===== src/hw/rtl/rmsm_pkg.sv =====
`default_nettype none
// ----------------------------------------------------------------------------
// rmsm_pkg
// Types, constants and helpers shared by the block RMS level meter.
// ----------------------------------------------------------------------------
package rmsm_pkg;

    localparam int NUM_CH    = 8;
    localparam int SAMPLE_W  = 16;
    localparam int SUM_W     = SAMPLE_W + $clog2(NUM_CH);
    localparam int SQ_W      = 2 * SUM_W - 1;
    localparam int TIME_W    = 48;
    localparam int DUR_W     = 10;
    localparam int LEVEL_W   = 20;
    localparam int CH_W      = 4;
    localparam int RATE_W    = 18;
    localparam int CFG_IDX_W = 2;
    localparam int CFG_W     = 18;

    localparam int DEF_MAX_BLOCK_FRAMES = 4096;
    localparam int DEF_MAX_GAPS         = 63;

    localparam int MS_PER_S     = 1000;
    localparam int MS_W         = 10;
    localparam int FULL_SCALE   = 32767;
    localparam int ROOT_SHIFT   = 20;
    localparam int LEVEL_SHIFT  = 6;
    // smallest root whose scaled level no longer fits in LEVEL_W bits
    localparam logic [63:0] LVL_SAT_ROOT = 64'd536854528;

    localparam logic [DUR_W-1:0]   DUR_MAX   = '1;
    localparam logic [LEVEL_W-1:0] LEVEL_MAX = '1;

    localparam logic              ENABLE_RST = 1'b0;
    localparam logic [RATE_W-1:0] RATE_RST   = 18'd48000;
    localparam logic [CH_W-1:0]   CHAN_RST   = 4'd2;

    typedef enum logic [CFG_IDX_W-1:0] {
        REG_ENABLE        = 2'd0,
        REG_SAMPLE_RATE   = 2'd1,
        REG_CHANNEL_COUNT = 2'd2
    } reg_index_t;

    typedef struct packed {
        logic signed [SAMPLE_W-1:0] sample_ch0;
        logic signed [SAMPLE_W-1:0] sample_ch1;
        logic signed [SAMPLE_W-1:0] sample_ch2;
        logic signed [SAMPLE_W-1:0] sample_ch3;
        logic signed [SAMPLE_W-1:0] sample_ch4;
        logic signed [SAMPLE_W-1:0] sample_ch5;
        logic signed [SAMPLE_W-1:0] sample_ch6;
        logic signed [SAMPLE_W-1:0] sample_ch7;
        logic                       last_frame;
        logic [TIME_W-1:0]          block_time_ms;
    } frame_t;

    typedef struct packed {
        logic [TIME_W-1:0]  record_time_ms;
        logic [DUR_W-1:0]   duration_ms;
        logic [LEVEL_W-1:0] level;
        logic [CH_W-1:0]    channels_used;
        logic               format_changed;
        logic               is_gap;
        logic               last_result;
    } record_t;

    typedef struct packed {
        logic              enable;
        logic [RATE_W-1:0] sample_rate;
        logic [CH_W-1:0]   channels;
    } cfg_t;

    function automatic logic [CH_W-1:0] eff_channels(input logic [CH_W-1:0] c);
        logic [CH_W-1:0] r;
        if (c == '0)
            r = CH_W'(1);
        else if (c > CH_W'(NUM_CH))
            r = CH_W'(NUM_CH);
        else
            r = c;
        return r;
    endfunction

endpackage
`default_nettype wire


===== src/hw/rtl/audio_block_rms_meter.sv =====
`default_nettype none
// ----------------------------------------------------------------------------
// audio_block_rms_meter
// Block RMS level meter: accumulates mono power per block, emits level records.
// ----------------------------------------------------------------------------
//  channel   | handshake            | word
//  ----------+----------------------+-------------------------------
//  frames    | push / full          | frame_t  (8 samples, last, time)
//  records   | pop / empty          | record_t (time, duration, level)
//  config    | wr_en, wr_index      | wr_data  (18 bits)
//
//  A frame passes through the mix, square and accumulate stages of the front end.
//  A measured block end runs the divider for the duration, then for the mean,
//  then the root unit, scales the level unless the root saturates, and then
//  writes one word per gap and one for the record.
//  Two block jobs queue between front and back; records leave via a 2-word queue.
//  Reset is asynchronous and clears config to its defaults and the control state.
// ----------------------------------------------------------------------------
module audio_block_rms_meter
    import rmsm_pkg::*;
#(
    parameter int MAX_BLOCK_FRAMES = DEF_MAX_BLOCK_FRAMES,
    parameter int MAX_GAPS         = DEF_MAX_GAPS
) (
    input  wire logic                 clk,
    input  wire logic                 rst_n,
    input  wire logic                 push,
    output logic                      full,
    input  wire frame_t               frame,
    output logic                      empty,
    input  wire logic                 pop,
    output record_t                   record,
    input  wire logic                 wr_en,
    input  wire logic [CFG_IDX_W-1:0] wr_index,
    input  wire logic [CFG_W-1:0]     wr_data
);

    localparam int FR_W  = $clog2(MAX_BLOCK_FRAMES + 1);
    localparam int ACC_W = SQ_W + FR_W;

    logic              enable_reg;
    logic [RATE_W-1:0] rate_reg;
    logic [CH_W-1:0]   chan_reg;
    logic              cfg_change;
    cfg_t              cfg;

    logic              job_valid;
    logic              job_take;
    logic [FR_W-1:0]   job_frames;
    logic [ACC_W-1:0]  job_acc;
    logic [TIME_W-1:0] job_time;
    logic              job_measure;

    always_ff @(posedge clk or negedge rst_n)
    begin
        if (!rst_n)
        begin
            enable_reg <= ENABLE_RST;
            rate_reg   <= RATE_RST;
            chan_reg   <= CHAN_RST;
        end
        else if (wr_en)
        begin
            case (wr_index)
                REG_ENABLE:        enable_reg <= wr_data[0];
                REG_SAMPLE_RATE:   rate_reg   <= wr_data[RATE_W-1:0];
                REG_CHANNEL_COUNT: chan_reg   <= wr_data[CH_W-1:0];
                default:           ;
            endcase
        end
    end

    // a format write that changes the value restarts the time line
    assign cfg_change = wr_en &&
        ((wr_index == REG_SAMPLE_RATE && wr_data[RATE_W-1:0] != rate_reg) ||
         (wr_index == REG_CHANNEL_COUNT && wr_data[CH_W-1:0] != chan_reg));

    assign cfg.enable      = enable_reg;
    assign cfg.sample_rate = rate_reg;
    assign cfg.channels    = eff_channels(chan_reg);

    rmsm_front #(.MAX_BLOCK_FRAMES(MAX_BLOCK_FRAMES)) u_front (
        .clk         (clk),
        .rst_n       (rst_n),
        .push        (push),
        .full        (full),
        .frame       (frame),
        .cfg         (cfg),
        .job_valid   (job_valid),
        .job_take    (job_take),
        .job_frames  (job_frames),
        .job_acc     (job_acc),
        .job_time    (job_time),
        .job_measure (job_measure)
    );

    rmsm_back #(
        .MAX_BLOCK_FRAMES (MAX_BLOCK_FRAMES),
        .MAX_GAPS         (MAX_GAPS)
    ) u_back (
        .clk         (clk),
        .rst_n       (rst_n),
        .cfg         (cfg),
        .cfg_change  (cfg_change),
        .job_valid   (job_valid),
        .job_take    (job_take),
        .job_frames  (job_frames),
        .job_acc     (job_acc),
        .job_time    (job_time),
        .job_measure (job_measure),
        .empty       (empty),
        .pop         (pop),
        .record      (record)
    );

endmodule
`default_nettype wire


===== src/hw/rtl/rmsm_div.sv =====
`default_nettype none
// ----------------------------------------------------------------------------
// rmsm_div
// Restoring divider, one quotient bit per cycle. Divide by zero gives all ones.
// ----------------------------------------------------------------------------
module rmsm_div #(
    parameter int DW = 49,
    parameter int VW = 18
) (
    input  wire logic          clk,
    input  wire logic          rst_n,
    input  wire logic          start,
    input  wire logic [DW-1:0] dividend,
    input  wire logic [VW-1:0] divisor,
    output logic               done,
    output logic [DW-1:0]      quotient
);

    localparam int CNT_W = $clog2(DW + 1);

    logic [DW-1:0]    q_reg;
    logic [VW-1:0]    rem_reg;
    logic [VW-1:0]    d_reg;
    logic [CNT_W-1:0] cnt_reg;
    logic             busy_reg;
    logic             done_reg;
    logic [VW:0]      trial;
    logic             fits;

    assign trial = {rem_reg, q_reg[DW-1]};
    assign fits  = trial >= {1'b0, d_reg};

    always_ff @(posedge clk or negedge rst_n)
    begin
        if (!rst_n)
        begin
            busy_reg <= 1'b0;
            done_reg <= 1'b0;
            cnt_reg  <= '0;
        end
        else
        begin
            done_reg <= 1'b0;
            if (start)
            begin
                busy_reg <= 1'b1;
                cnt_reg  <= CNT_W'(DW);
            end
            else if (busy_reg)
            begin
                cnt_reg <= cnt_reg - CNT_W'(1);
                if (cnt_reg == CNT_W'(1))
                begin
                    busy_reg <= 1'b0;
                    done_reg <= 1'b1;
                end
            end
        end
    end

    always_ff @(posedge clk)
    begin
        if (start)
        begin
            q_reg   <= dividend;
            rem_reg <= '0;
            d_reg   <= divisor;
        end
        else if (busy_reg)
        begin
            rem_reg <= fits ? VW'(trial - {1'b0, d_reg}) : trial[VW-1:0];
            q_reg   <= {q_reg[DW-2:0], fits};
        end
    end

    assign done     = done_reg;
    assign quotient = q_reg;

endmodule
`default_nettype wire


===== src/hw/rtl/rmsm_sqrt.sv =====
`default_nettype none
// ----------------------------------------------------------------------------
// rmsm_sqrt
// Digit-by-digit integer square root, one root bit per cycle.
// ----------------------------------------------------------------------------
module rmsm_sqrt #(
    parameter int RW = 35
) (
    input  wire logic            clk,
    input  wire logic            rst_n,
    input  wire logic            start,
    input  wire logic [2*RW-1:0] radicand,
    output logic                 done,
    output logic [RW-1:0]        root
);

    localparam int CNT_W = $clog2(RW + 1);

    logic [2*RW-1:0]  rad_reg;
    logic [RW:0]      rem_reg;
    logic [RW-1:0]    root_reg;
    logic [CNT_W-1:0] cnt_reg;
    logic             busy_reg;
    logic             done_reg;
    logic [RW+2:0]    rem_sh;
    logic [RW+2:0]    trial;
    logic             fits;

    assign rem_sh = {rem_reg, rad_reg[2*RW-1:2*RW-2]};
    assign trial  = {1'b0, root_reg, 2'b01};
    assign fits   = rem_sh >= trial;

    always_ff @(posedge clk or negedge rst_n)
    begin
        if (!rst_n)
        begin
            busy_reg <= 1'b0;
            done_reg <= 1'b0;
            cnt_reg  <= '0;
        end
        else
        begin
            done_reg <= 1'b0;
            if (start)
            begin
                busy_reg <= 1'b1;
                cnt_reg  <= CNT_W'(RW);
            end
            else if (busy_reg)
            begin
                cnt_reg <= cnt_reg - CNT_W'(1);
                if (cnt_reg == CNT_W'(1))
                begin
                    busy_reg <= 1'b0;
                    done_reg <= 1'b1;
                end
            end
        end
    end

    always_ff @(posedge clk)
    begin
        if (start)
        begin
            rad_reg  <= radicand;
            rem_reg  <= '0;
            root_reg <= '0;
        end
        else if (busy_reg)
        begin
            rad_reg  <= {rad_reg[2*RW-3:0], 2'b00};
            rem_reg  <= fits ? (RW+1)'(rem_sh - trial) : rem_sh[RW:0];
            root_reg <= {root_reg[RW-2:0], fits};
        end
    end

    assign done = done_reg;
    assign root = root_reg;

endmodule
`default_nettype wire


===== src/hw/rtl/rmsm_front.sv =====
`default_nettype none
// ----------------------------------------------------------------------------
// rmsm_front
// Takes frames, mixes to mono, squares and accumulates; queues one job per block.
// ----------------------------------------------------------------------------
module rmsm_front
    import rmsm_pkg::*;
#(
    parameter int MAX_BLOCK_FRAMES = DEF_MAX_BLOCK_FRAMES,
    localparam int FR_W  = $clog2(MAX_BLOCK_FRAMES + 1),
    localparam int ACC_W = SQ_W + FR_W
) (
    input  wire logic              clk,
    input  wire logic              rst_n,
    input  wire logic              push,
    output logic                   full,
    input  wire frame_t            frame,
    input  wire cfg_t              cfg,
    output logic                   job_valid,
    input  wire logic              job_take,
    output logic [FR_W-1:0]        job_frames,
    output logic [ACC_W-1:0]       job_acc,
    output logic [TIME_W-1:0]      job_time,
    output logic                   job_measure
);

    localparam int QD = 2;

    logic signed [SAMPLE_W-1:0] samples [NUM_CH];
    logic signed [SUM_W-1:0]    sum;
    logic                       counted;
    logic                       accept;

    logic                    s1_valid_reg, s2_valid_reg;
    logic signed [SUM_W-1:0] s1_sum_reg;
    logic                    s1_last_reg, s2_last_reg;
    logic                    s1_meas_reg, s2_meas_reg;
    logic [TIME_W-1:0]       s1_time_reg, s2_time_reg;
    logic [FR_W-1:0]         s1_frames_reg, s2_frames_reg;
    logic [SQ_W-1:0]         s2_sq_reg;
    logic signed [2*SUM_W-1:0] sq_full;
    logic [FR_W-1:0]         cnt_reg;
    logic [ACC_W-1:0]        acc_reg;
    logic [ACC_W-1:0]        acc_total;

    logic [FR_W-1:0]   q_frames [QD];
    logic [ACC_W-1:0]  q_acc    [QD];
    logic [TIME_W-1:0] q_time   [QD];
    logic              q_meas   [QD];
    logic              q_wr_reg, q_rd_reg;
    logic [1:0]        q_cnt_reg;
    logic              q_push;

    assign samples[0] = frame.sample_ch0;
    assign samples[1] = frame.sample_ch1;
    assign samples[2] = frame.sample_ch2;
    assign samples[3] = frame.sample_ch3;
    assign samples[4] = frame.sample_ch4;
    assign samples[5] = frame.sample_ch5;
    assign samples[6] = frame.sample_ch6;
    assign samples[7] = frame.sample_ch7;

    always_comb
    begin
        sum = '0;
        for (int i = 0; i < NUM_CH; i++)
        begin
            if (CH_W'(i) < cfg.channels)
                sum = sum + SUM_W'(samples[i]);
        end
    end

    // one frame in flight at most and none while the queue is full, so the queue never overflows
    assign full    = s1_valid_reg | s2_valid_reg | (q_cnt_reg == 2'(QD));
    assign accept  = push & ~full;
    assign counted = cfg.enable & (cnt_reg < FR_W'(MAX_BLOCK_FRAMES));

    assign sq_full   = s1_sum_reg * s1_sum_reg;
    assign acc_total = acc_reg + ACC_W'(s2_sq_reg);
    assign q_push    = s2_valid_reg & s2_last_reg;

    always_ff @(posedge clk or negedge rst_n)
    begin
        if (!rst_n)
        begin
            s1_valid_reg <= 1'b0;
            s2_valid_reg <= 1'b0;
            cnt_reg      <= '0;
            acc_reg      <= '0;
            q_wr_reg     <= 1'b0;
            q_rd_reg     <= 1'b0;
            q_cnt_reg    <= '0;
        end
        else
        begin
            s1_valid_reg <= accept;
            s2_valid_reg <= s1_valid_reg;
            if (accept)
            begin
                if (frame.last_frame)
                    cnt_reg <= '0;
                else if (counted)
                    cnt_reg <= cnt_reg + FR_W'(1);
            end
            if (s2_valid_reg)
                acc_reg <= s2_last_reg ? '0 : acc_total;
            if (q_push)
                q_wr_reg <= ~q_wr_reg;
            if (job_take)
                q_rd_reg <= ~q_rd_reg;
            q_cnt_reg <= q_cnt_reg + 2'(q_push) - 2'(job_take);
        end
    end

    always_ff @(posedge clk)
    begin
        if (accept)
        begin
            s1_sum_reg    <= counted ? sum : '0;
            s1_last_reg   <= frame.last_frame;
            s1_meas_reg   <= cfg.enable;
            s1_time_reg   <= frame.block_time_ms;
            s1_frames_reg <= counted ? cnt_reg + FR_W'(1) : cnt_reg;
        end
        s2_sq_reg     <= SQ_W'(sq_full);
        s2_last_reg   <= s1_last_reg;
        s2_meas_reg   <= s1_meas_reg;
        s2_time_reg   <= s1_time_reg;
        s2_frames_reg <= s1_frames_reg;
        if (q_push)
        begin
            q_frames[q_wr_reg] <= s2_frames_reg;
            q_acc[q_wr_reg]    <= acc_total;
            q_time[q_wr_reg]   <= s2_time_reg;
            q_meas[q_wr_reg]   <= s2_meas_reg;
        end
    end

    assign job_valid   = q_cnt_reg != '0;
    assign job_frames  = q_frames[q_rd_reg];
    assign job_acc     = q_acc[q_rd_reg];
    assign job_time    = q_time[q_rd_reg];
    assign job_measure = q_meas[q_rd_reg];

endmodule
`default_nettype wire


===== src/hw/rtl/rmsm_back.sv =====
`default_nettype none
// ----------------------------------------------------------------------------
// rmsm_back
// Finishes a measured block: duration, mean, root, level, gap words, then the record.
// ----------------------------------------------------------------------------
module rmsm_back
    import rmsm_pkg::*;
#(
    parameter int MAX_BLOCK_FRAMES = DEF_MAX_BLOCK_FRAMES,
    parameter int MAX_GAPS         = DEF_MAX_GAPS,
    localparam int FR_W  = $clog2(MAX_BLOCK_FRAMES + 1),
    localparam int ACC_W = SQ_W + FR_W
) (
    input  wire logic              clk,
    input  wire logic              rst_n,
    input  wire cfg_t              cfg,
    input  wire logic              cfg_change,
    input  wire logic              job_valid,
    output logic                   job_take,
    input  wire logic [FR_W-1:0]   job_frames,
    input  wire logic [ACC_W-1:0]  job_acc,
    input  wire logic [TIME_W-1:0] job_time,
    input  wire logic              job_measure,
    output logic                   empty,
    input  wire logic              pop,
    output record_t                record
);

    localparam int RT_W = (ACC_W + ROOT_SHIFT + 1) / 2;
    localparam int GC_W = $clog2(MAX_GAPS + 1);
    localparam int OD   = 2;
    // full scale is 2^FS_W - 1; an unsaturated root * 64 stays below 2^LX_W
    localparam int FS_W = 15;
    localparam int LX_W = 36;

    typedef enum logic [6:0] {
        ST_IDLE = 7'b0000001,
        ST_DUR  = 7'b0000010,
        ST_MEAN = 7'b0000100,
        ST_ROOT = 7'b0001000,
        ST_LVL  = 7'b0010000,
        ST_GAP  = 7'b0100000,
        ST_MEAS = 7'b1000000
    } state_t;

    state_t state_reg, state_next;

    logic [TIME_W-1:0]  last_time_reg;
    logic               change_pending_reg;
    logic [TIME_W-1:0]  t_reg;
    logic [FR_W-1:0]    frames_reg;
    logic [ACC_W-1:0]   acc_reg;
    logic [DUR_W-1:0]   dur_reg;
    logic [LEVEL_W-1:0] level_reg;
    logic [TIME_W:0]    next_reg;
    logic               gap_on_reg;
    logic [GC_W-1:0]    gap_cnt_reg;
    logic [LX_W-1:0]    lv_x_reg;
    logic [LEVEL_W-1:0] lv_q_reg;

    logic               div_start;
    logic [ACC_W-1:0]   div_dividend;
    logic [RATE_W-1:0]  div_divisor;
    logic               div_done;
    logic [ACC_W-1:0]   div_q;
    logic               sq_start;
    logic [2*RT_W-1:0]  sq_radicand;
    logic               sq_done;
    logic [RT_W-1:0]    sq_root;

    logic [FR_W+MS_W-1:0] frames_ms;
    logic [DUR_W-1:0]     dur_sat;
    logic [TIME_W-1:0]    lt_eff;
    logic [ACC_W-1:0]     mean;
    logic                 root_sat;
    logic                 gap_more;
    logic [LX_W-FS_W-1:0] lv_hi;
    logic [FS_W-1:0]      lv_lo;

    record_t              of_mem [OD];
    logic                 of_wr_reg, of_rd_reg;
    logic [1:0]           of_cnt_reg;
    logic                 of_full;
    logic                 of_push;
    logic                 of_pop;
    record_t              of_word;

    rmsm_div #(.DW(ACC_W), .VW(RATE_W)) u_div (
        .clk      (clk),
        .rst_n    (rst_n),
        .start    (div_start),
        .dividend (div_dividend),
        .divisor  (div_divisor),
        .done     (div_done),
        .quotient (div_q)
    );

    rmsm_sqrt #(.RW(RT_W)) u_sqrt (
        .clk      (clk),
        .rst_n    (rst_n),
        .start    (sq_start),
        .radicand (sq_radicand),
        .done     (sq_done),
        .root     (sq_root)
    );

    assign frames_ms = (FR_W+MS_W)'(job_frames) * (FR_W+MS_W)'(MS_PER_S);
    // a zero rate divides to all ones, which saturates like a long block
    assign dur_sat   = (div_q > ACC_W'(DUR_MAX)) ? DUR_MAX : div_q[DUR_W-1:0];
    assign lt_eff    = (t_reg < last_time_reg) ? '0 : last_time_reg;
    assign mean      = (frames_reg == '0) ? '0 : div_q;
    assign root_sat  = 64'(sq_root) >= LVL_SAT_ROOT;
    assign gap_more  = gap_on_reg && (next_reg < {1'b0, t_reg})
                       && (gap_cnt_reg < GC_W'(MAX_GAPS));
    assign of_full   = of_cnt_reg == 2'(OD);
    assign job_take  = (state_reg == ST_IDLE) & job_valid;
    // fold the high part onto the low part: x = hi*2^15 + lo = hi*(2^15-1) + hi + lo
    assign lv_hi     = lv_x_reg[LX_W-1:FS_W];
    assign lv_lo     = lv_x_reg[FS_W-1:0];

    always_comb
    begin
        state_next   = state_reg;
        div_start    = 1'b0;
        div_dividend = ACC_W'(frames_ms);
        div_divisor  = cfg.sample_rate;
        sq_start     = 1'b0;
        sq_radicand  = (2*RT_W)'({mean, ROOT_SHIFT'(0)});
        of_push      = 1'b0;
        of_word      = '0;
        of_word.duration_ms   = dur_reg;
        of_word.channels_used = cfg.channels;
        case (state_reg)
            ST_IDLE:
            begin
                if (job_valid && job_measure)
                begin
                    div_start  = 1'b1;
                    state_next = ST_DUR;
                end
            end
            ST_DUR:
            begin
                if (div_done)
                begin
                    div_start    = 1'b1;
                    div_dividend = acc_reg;
                    div_divisor  = RATE_W'(frames_reg);
                    state_next   = ST_MEAN;
                end
            end
            ST_MEAN:
            begin
                if (div_done)
                begin
                    sq_start   = 1'b1;
                    state_next = ST_ROOT;
                end
            end
            ST_ROOT:
            begin
                if (sq_done)
                begin
                    if (root_sat)
                        state_next = ST_GAP;
                    else
                        state_next = ST_LVL;
                end
            end
            ST_LVL:
            begin
                if (lv_hi == '0 && lv_lo != FS_W'(FULL_SCALE))
                    state_next = ST_GAP;
            end
            ST_GAP:
            begin
                of_word.record_time_ms = next_reg[TIME_W-1:0];
                of_word.is_gap         = 1'b1;
                if (!gap_more)
                    state_next = ST_MEAS;
                else if (!of_full)
                    of_push = 1'b1;
            end
            ST_MEAS:
            begin
                of_word.record_time_ms = t_reg;
                of_word.level          = level_reg;
                of_word.format_changed = change_pending_reg;
                of_word.last_result    = 1'b1;
                if (!of_full)
                begin
                    of_push    = 1'b1;
                    state_next = ST_IDLE;
                end
            end
            default:
            begin
                state_next = ST_IDLE;
            end
        endcase
    end

    always_ff @(posedge clk or negedge rst_n)
    begin
        if (!rst_n)
        begin
            state_reg          <= ST_IDLE;
            last_time_reg      <= '0;
            change_pending_reg <= 1'b0;
            of_wr_reg          <= 1'b0;
            of_rd_reg          <= 1'b0;
            of_cnt_reg         <= '0;
        end
        else
        begin
            state_reg <= state_next;
            if (cfg_change)
            begin
                change_pending_reg <= 1'b1;
                last_time_reg      <= '0;
            end
            else if (job_take && !job_measure)
                last_time_reg <= job_time;
            else if (state_reg == ST_MEAS && !of_full)
            begin
                change_pending_reg <= 1'b0;
                last_time_reg      <= t_reg;
            end
            if (of_push)
                of_wr_reg <= ~of_wr_reg;
            if (of_pop)
                of_rd_reg <= ~of_rd_reg;
            of_cnt_reg <= of_cnt_reg + 2'(of_push) - 2'(of_pop);
        end
    end

    always_ff @(posedge clk)
    begin
        if (job_take)
        begin
            t_reg      <= job_time;
            frames_reg <= job_frames;
            acc_reg    <= job_acc;
        end
        if (state_reg == ST_DUR && div_done)
        begin
            // a time that went backwards clears the previous time
            dur_reg     <= dur_sat;
            gap_on_reg  <= (lt_eff != '0) && (dur_sat != '0);
            next_reg    <= {1'b0, lt_eff} + (TIME_W+1)'(dur_sat);
            gap_cnt_reg <= '0;
        end
        if (state_reg == ST_ROOT && sq_done)
        begin
            level_reg <= LEVEL_MAX;
            lv_x_reg  <= LX_W'({sq_root, LEVEL_SHIFT'(0)});
            lv_q_reg  <= '0;
        end
        if (state_reg == ST_LVL)
        begin
            if (lv_hi != '0)
            begin
                lv_x_reg <= LX_W'(lv_hi) + LX_W'(lv_lo);
                lv_q_reg <= lv_q_reg + LEVEL_W'(lv_hi);
            end
            else if (lv_lo == FS_W'(FULL_SCALE))
            begin
                lv_x_reg <= '0;
                lv_q_reg <= lv_q_reg + LEVEL_W'(1);
            end
            else
                level_reg <= lv_q_reg;
        end
        if (of_push && state_reg == ST_GAP)
        begin
            next_reg    <= next_reg + (TIME_W+1)'(dur_reg);
            gap_cnt_reg <= gap_cnt_reg + GC_W'(1);
        end
        if (of_push)
            of_mem[of_wr_reg] <= of_word;
    end

    assign of_pop = pop & (of_cnt_reg != '0);
    assign empty  = of_cnt_reg == '0;
    assign record = of_mem[of_rd_reg];

endmodule
`default_nettype wire


===== config.mk =====
export PLATFORM = sky130hd
export DESIGN_NAME = audio_block_rms_meter
export DESIGN_NICKNAME = d
export VERILOG_FILES = /design/src/hw/rtl/rmsm_pkg.sv /design/src/hw/rtl/audio_block_rms_meter.sv /design/src/hw/rtl/rmsm_div.sv /design/src/hw/rtl/rmsm_sqrt.sv /design/src/hw/rtl/rmsm_front.sv /design/src/hw/rtl/rmsm_back.sv
export SDC_FILE = /design/constraint.sdc
export NUM_CORES = 2
export LEC_CHECK = 0
export ABC_AREA = 1
export BUFFER_PORTS_ARGS = -buffer_cell sky130_fd_sc_hd__buf_2
export CORE_MARGIN = 2
export CORE_UTILIZATION = 59
export CTS_CLUSTER_SIZE = 16
export DETAILED_ROUTE_END_ITERATION = 16
export PLACE_DENSITY = 0.76
export SETUP_SLACK_MARGIN = 0.02
export SYNTH_ARGS = -nofsm -noshare
export SYNTH_HDL_FRONTEND = slang
export SYNTH_SLANG_ARGS = --single-unit
export TNS_END_PERCENT = 10

===== constraint.sdc =====
create_clock -name clk -period 22.1 [get_ports clk]
set_clock_uncertainty 0.15 [all_clocks]
set_input_delay 1.105 -clock clk [delete_from_list [all_inputs] [get_ports clk]]
set_output_delay 1.105 -clock clk [all_outputs]
set_load 0.01 [all_outputs]

==> results by group <==
Global routing
  • Global-route wire length before repair: 334,000 µm
  • Global Route Usage Sum: 30.6%
  • GRT overflow: 0
  • Antenna violations before repair: 15
  • Vias in the first global route: 62.7k
  • Pin count of the biggest net entering global routing: 97

Worst setup path
  • FF-to-FF End: u_front.s1_sum_reg[18]$_SDFFCE_PN0P_
  • Worst R2R Path Depth: 65
  • Worst EP arrival: 12,000 ps
  • Worst Path Required: 22,410 ps
  • CP Max Fanout: 30
  • Slowest cell on the critical path: nor2_4
  • Reg-to-Reg Start: chan_reg[3]$_DFFE_PN0P_
  • Setup CP Type: flop to flop
  • Worst setup SP type: flop
  • CP Capture Type: flop
  • Worst setup path startpoint: chan_reg[3]$_DFFE_PN0P_
  • R2R Setup Slk: 10,410 ps
  • Largest stage delay, worst path: 440 ps

Final layout
  • Flip-flop count of the largest register after layout: 170
  • Biggest regs: u_back.of_mem: 170 flops, u_front.q_acc: 100 flops, u_front.q_time: 96 flops
  • Most frequent cells in the layout: nand2_1 (2,049), inv_1 (1,376), edfxtp_1 (771)
  • Most common cell after layout, fill and taps aside: nand2_1
  • Register with the most flip-flops: u_back.of_mem
  • Area growth, synth to finish: 9.34%
  • Share of layout cells above drive strength 1: 7.82%
  • Nets: 10.3k

Min path
  • Worst min-delay path class: flop to flop
  • Hold EP: u_front.s2_time_reg[2]$_DFF_P_
  • Hold Startpoint: u_front.s1_time_reg[2]$_DFFE_PP_
  • Hold path cells: 0

Yosys
  • Syn avg cell area: 8.83 µm²
  • Seq/Total Area, Yosys: 41.3%
  • #FFs+latches synth: 1,203
  • Main synth FF type: edfxtp_1
  • Mapped Nets: 10.1k
  • Netlist Area Pre-Place: 79,100 µm²
  • Simple-Gate Fraction of Synth Area: 17.0%
  • Synth Instances: 8,958
  • XOR/XNOR Fraction of Synth Area: 3.65%
  • Number of synthesized flops with an enable pin: 771
  • Largest family of logic cells by synthesized area: adder cells
  • Post-Synth Adder-Cell Area: 18.4%
  • Library cells used by synthesis: 78
  • Compound-Gate Fraction of Synth Area: 11.5%
  • Mux cell area share after synthesis: 0.109%
  • Ys async rst share: 14.0%
  • Syn. warnings: 0

Floorplan
  • Core Region: 133,000 µm²
  • Num rows: 134
  • Die ar.: 137,000 µm²
  • Initial Util: 59.4%
  • # IOs: 289
  • Die H: 370 µm
  • Chip width: 370 µm

Detailed routing
  • Number of routed nets with antenna violations: 0
  • DR DRC count: 0
  • Initial drt markers: 5,288
  • Via count: 62.7k
  • Drt total wl: 209,000 µm
  • Vias/cell: 5.67
  • DR pass1 iterations: 6
  • Detail-routed net length per standard cell: 18.9 µm

Clock network
  • Clock slew at reported path FFs: 60 ps
  • Clock Latency Late Sink: 760 ps
  • Root Buffer: clkbuf_16
  • Clk sinks: 1,203
  • Post-CTS Hold Fix Bufs: 0
  • Post-CTS setup buffers: 0
  • Cts repair resizes: 0
  • CTS tree: built
  • Inserted Clock Buffers: 121
  • Clk buf depth: 3
  • H-tree Lvls: 3

Timing
  • Setup TNS Final: 0 ps
  • Slew Limit Fails: 0
  • Final hold viol count: 0
  • Tcrit/Tclk final: 52.9%
  • Fin crit period: 11,690 ps
  • Final setup violating endpoints: 0
  • Worst slew pin tran: 1220 ps
  • Relative slew slack: 18.6%
  • Fmax achieved: 85.6 MHz
  • RSZ-0062 raised after global routing: false

Flow run
  • Max-Cap Viols: 0

Place
  • Port bufs: 288
  • DP Wirelength: 157,000 µm
  • Gp weighted congestion: 0.979

Status
  • Result of the run: finished, final reports clean
[logic make-up (layout without fill, tap and decap cells)]
logic type	after synthesis	count (layout)
AO/OA/AOI/OAI	1591	1591
XOR/XNOR	330	330
adder cells (fa/ha/maj)	930	930
buffers and inverters	1664	1987
flip-flops	1203	1203
multiplexers	8	8
other	0	11
AND/OR/NAND/NOR	3232	3232
[final cells by class]
type / instances / area (µm²)
tap: 1768 / 2210
timing repair buffer: 353 / 1940
fill: 11000 / 46800
antenna: 11 / 27.5
clock buffer: 153 / 3270
inverter: 1403 / 5270
sequential: 1203 / 32700
multi-input combinational: 6091 / 40200
clock inverter: 78 / 947
[metrics by stage]
stage               utilization (%)  cells  setup slack, ps  hold slack, ps  area [µm²]
floorplan                         -   8958            12200             173       79100
CTS                            64.9  11000            10530             143       86500
global route                   64.9  11100             9210             172       86500
detailed placement             61.7  10800            10580             177       82300
global placement               61.7  10800            10730             175       82300
finish                         64.9  11100            10410             151       86500
[critical path, delay by kind of cell (launching register included)]
family                     cells  cell delay [ps]
AOI/OAI and AO/OA             22             3740
and+or+nand+nor               24             3120
adders and majority gates      6             2060
buffers and inverters          9             1380
xor gates and xnor gates       4              620
DFF                            1              370
[worst max path at each step]
stage                                           end  slack [ps]  depth (start not counted)
4_1_cts        u_front.s1_sum_reg[18]$_SDFFCE_PN0P_       10530                         64
3_5_place_dp   u_front.s1_sum_reg[18]$_SDFFCE_PN0P_       10580                         64
6_report       u_front.s1_sum_reg[18]$_SDFFCE_PN0P_       10410                         65
5_1_grt        u_front.s1_sum_reg[18]$_SDFFCE_PN0P_        9210                         66
3_3_place_gp   u_front.s1_sum_reg[18]$_SDFFCE_PN0P_       10730                         64
2_1_floorplan  u_front.s1_sum_reg[18]$_SDFFCE_PN0P_       12200                         68
[metal layers]
metal / routed length [µm] / GRT usage [%] / vias up
met5: 0 / 0 / -
met4: 7320 / 9.94 / 0
met3: 13300 / 3.97 / 446
met2: 101000 / 52.4 / 2224
met1: 87600 / 40.2 / 30000
li1: - / - / 30000
[Yosys cell counts (43+ instances only)]
cell type	n	share of area, %
fa_1	384	9.7
o211ai_1	72	0.68
nand4_1	97	0.77
inv_1	1379	6.5
dfrtp_1	159	5.0
xnor2_1	111	1.2
clkbuf_1	182	0.86
nand2_1	2053	9.7
o21ai_1	69	0.44
o21ai_0	531	3.4
a21oi_1	533	3.4
nor2_1	499	2.4
xor2_1	219	2.4
o21a_1	43	0.41
edfxtp_1	771	29
nand3_1	327	2.1
nor4_1	46	0.36
nor3_1	86	0.54
a22oi_1	44	0.42
dfxtp_1	264	6.7
o22ai_1	64	0.51
ha_1	546	8.6
Power is not shown: default switching activity piles up to over one toggle a cycle in this logic, so the estimate is an artifact.
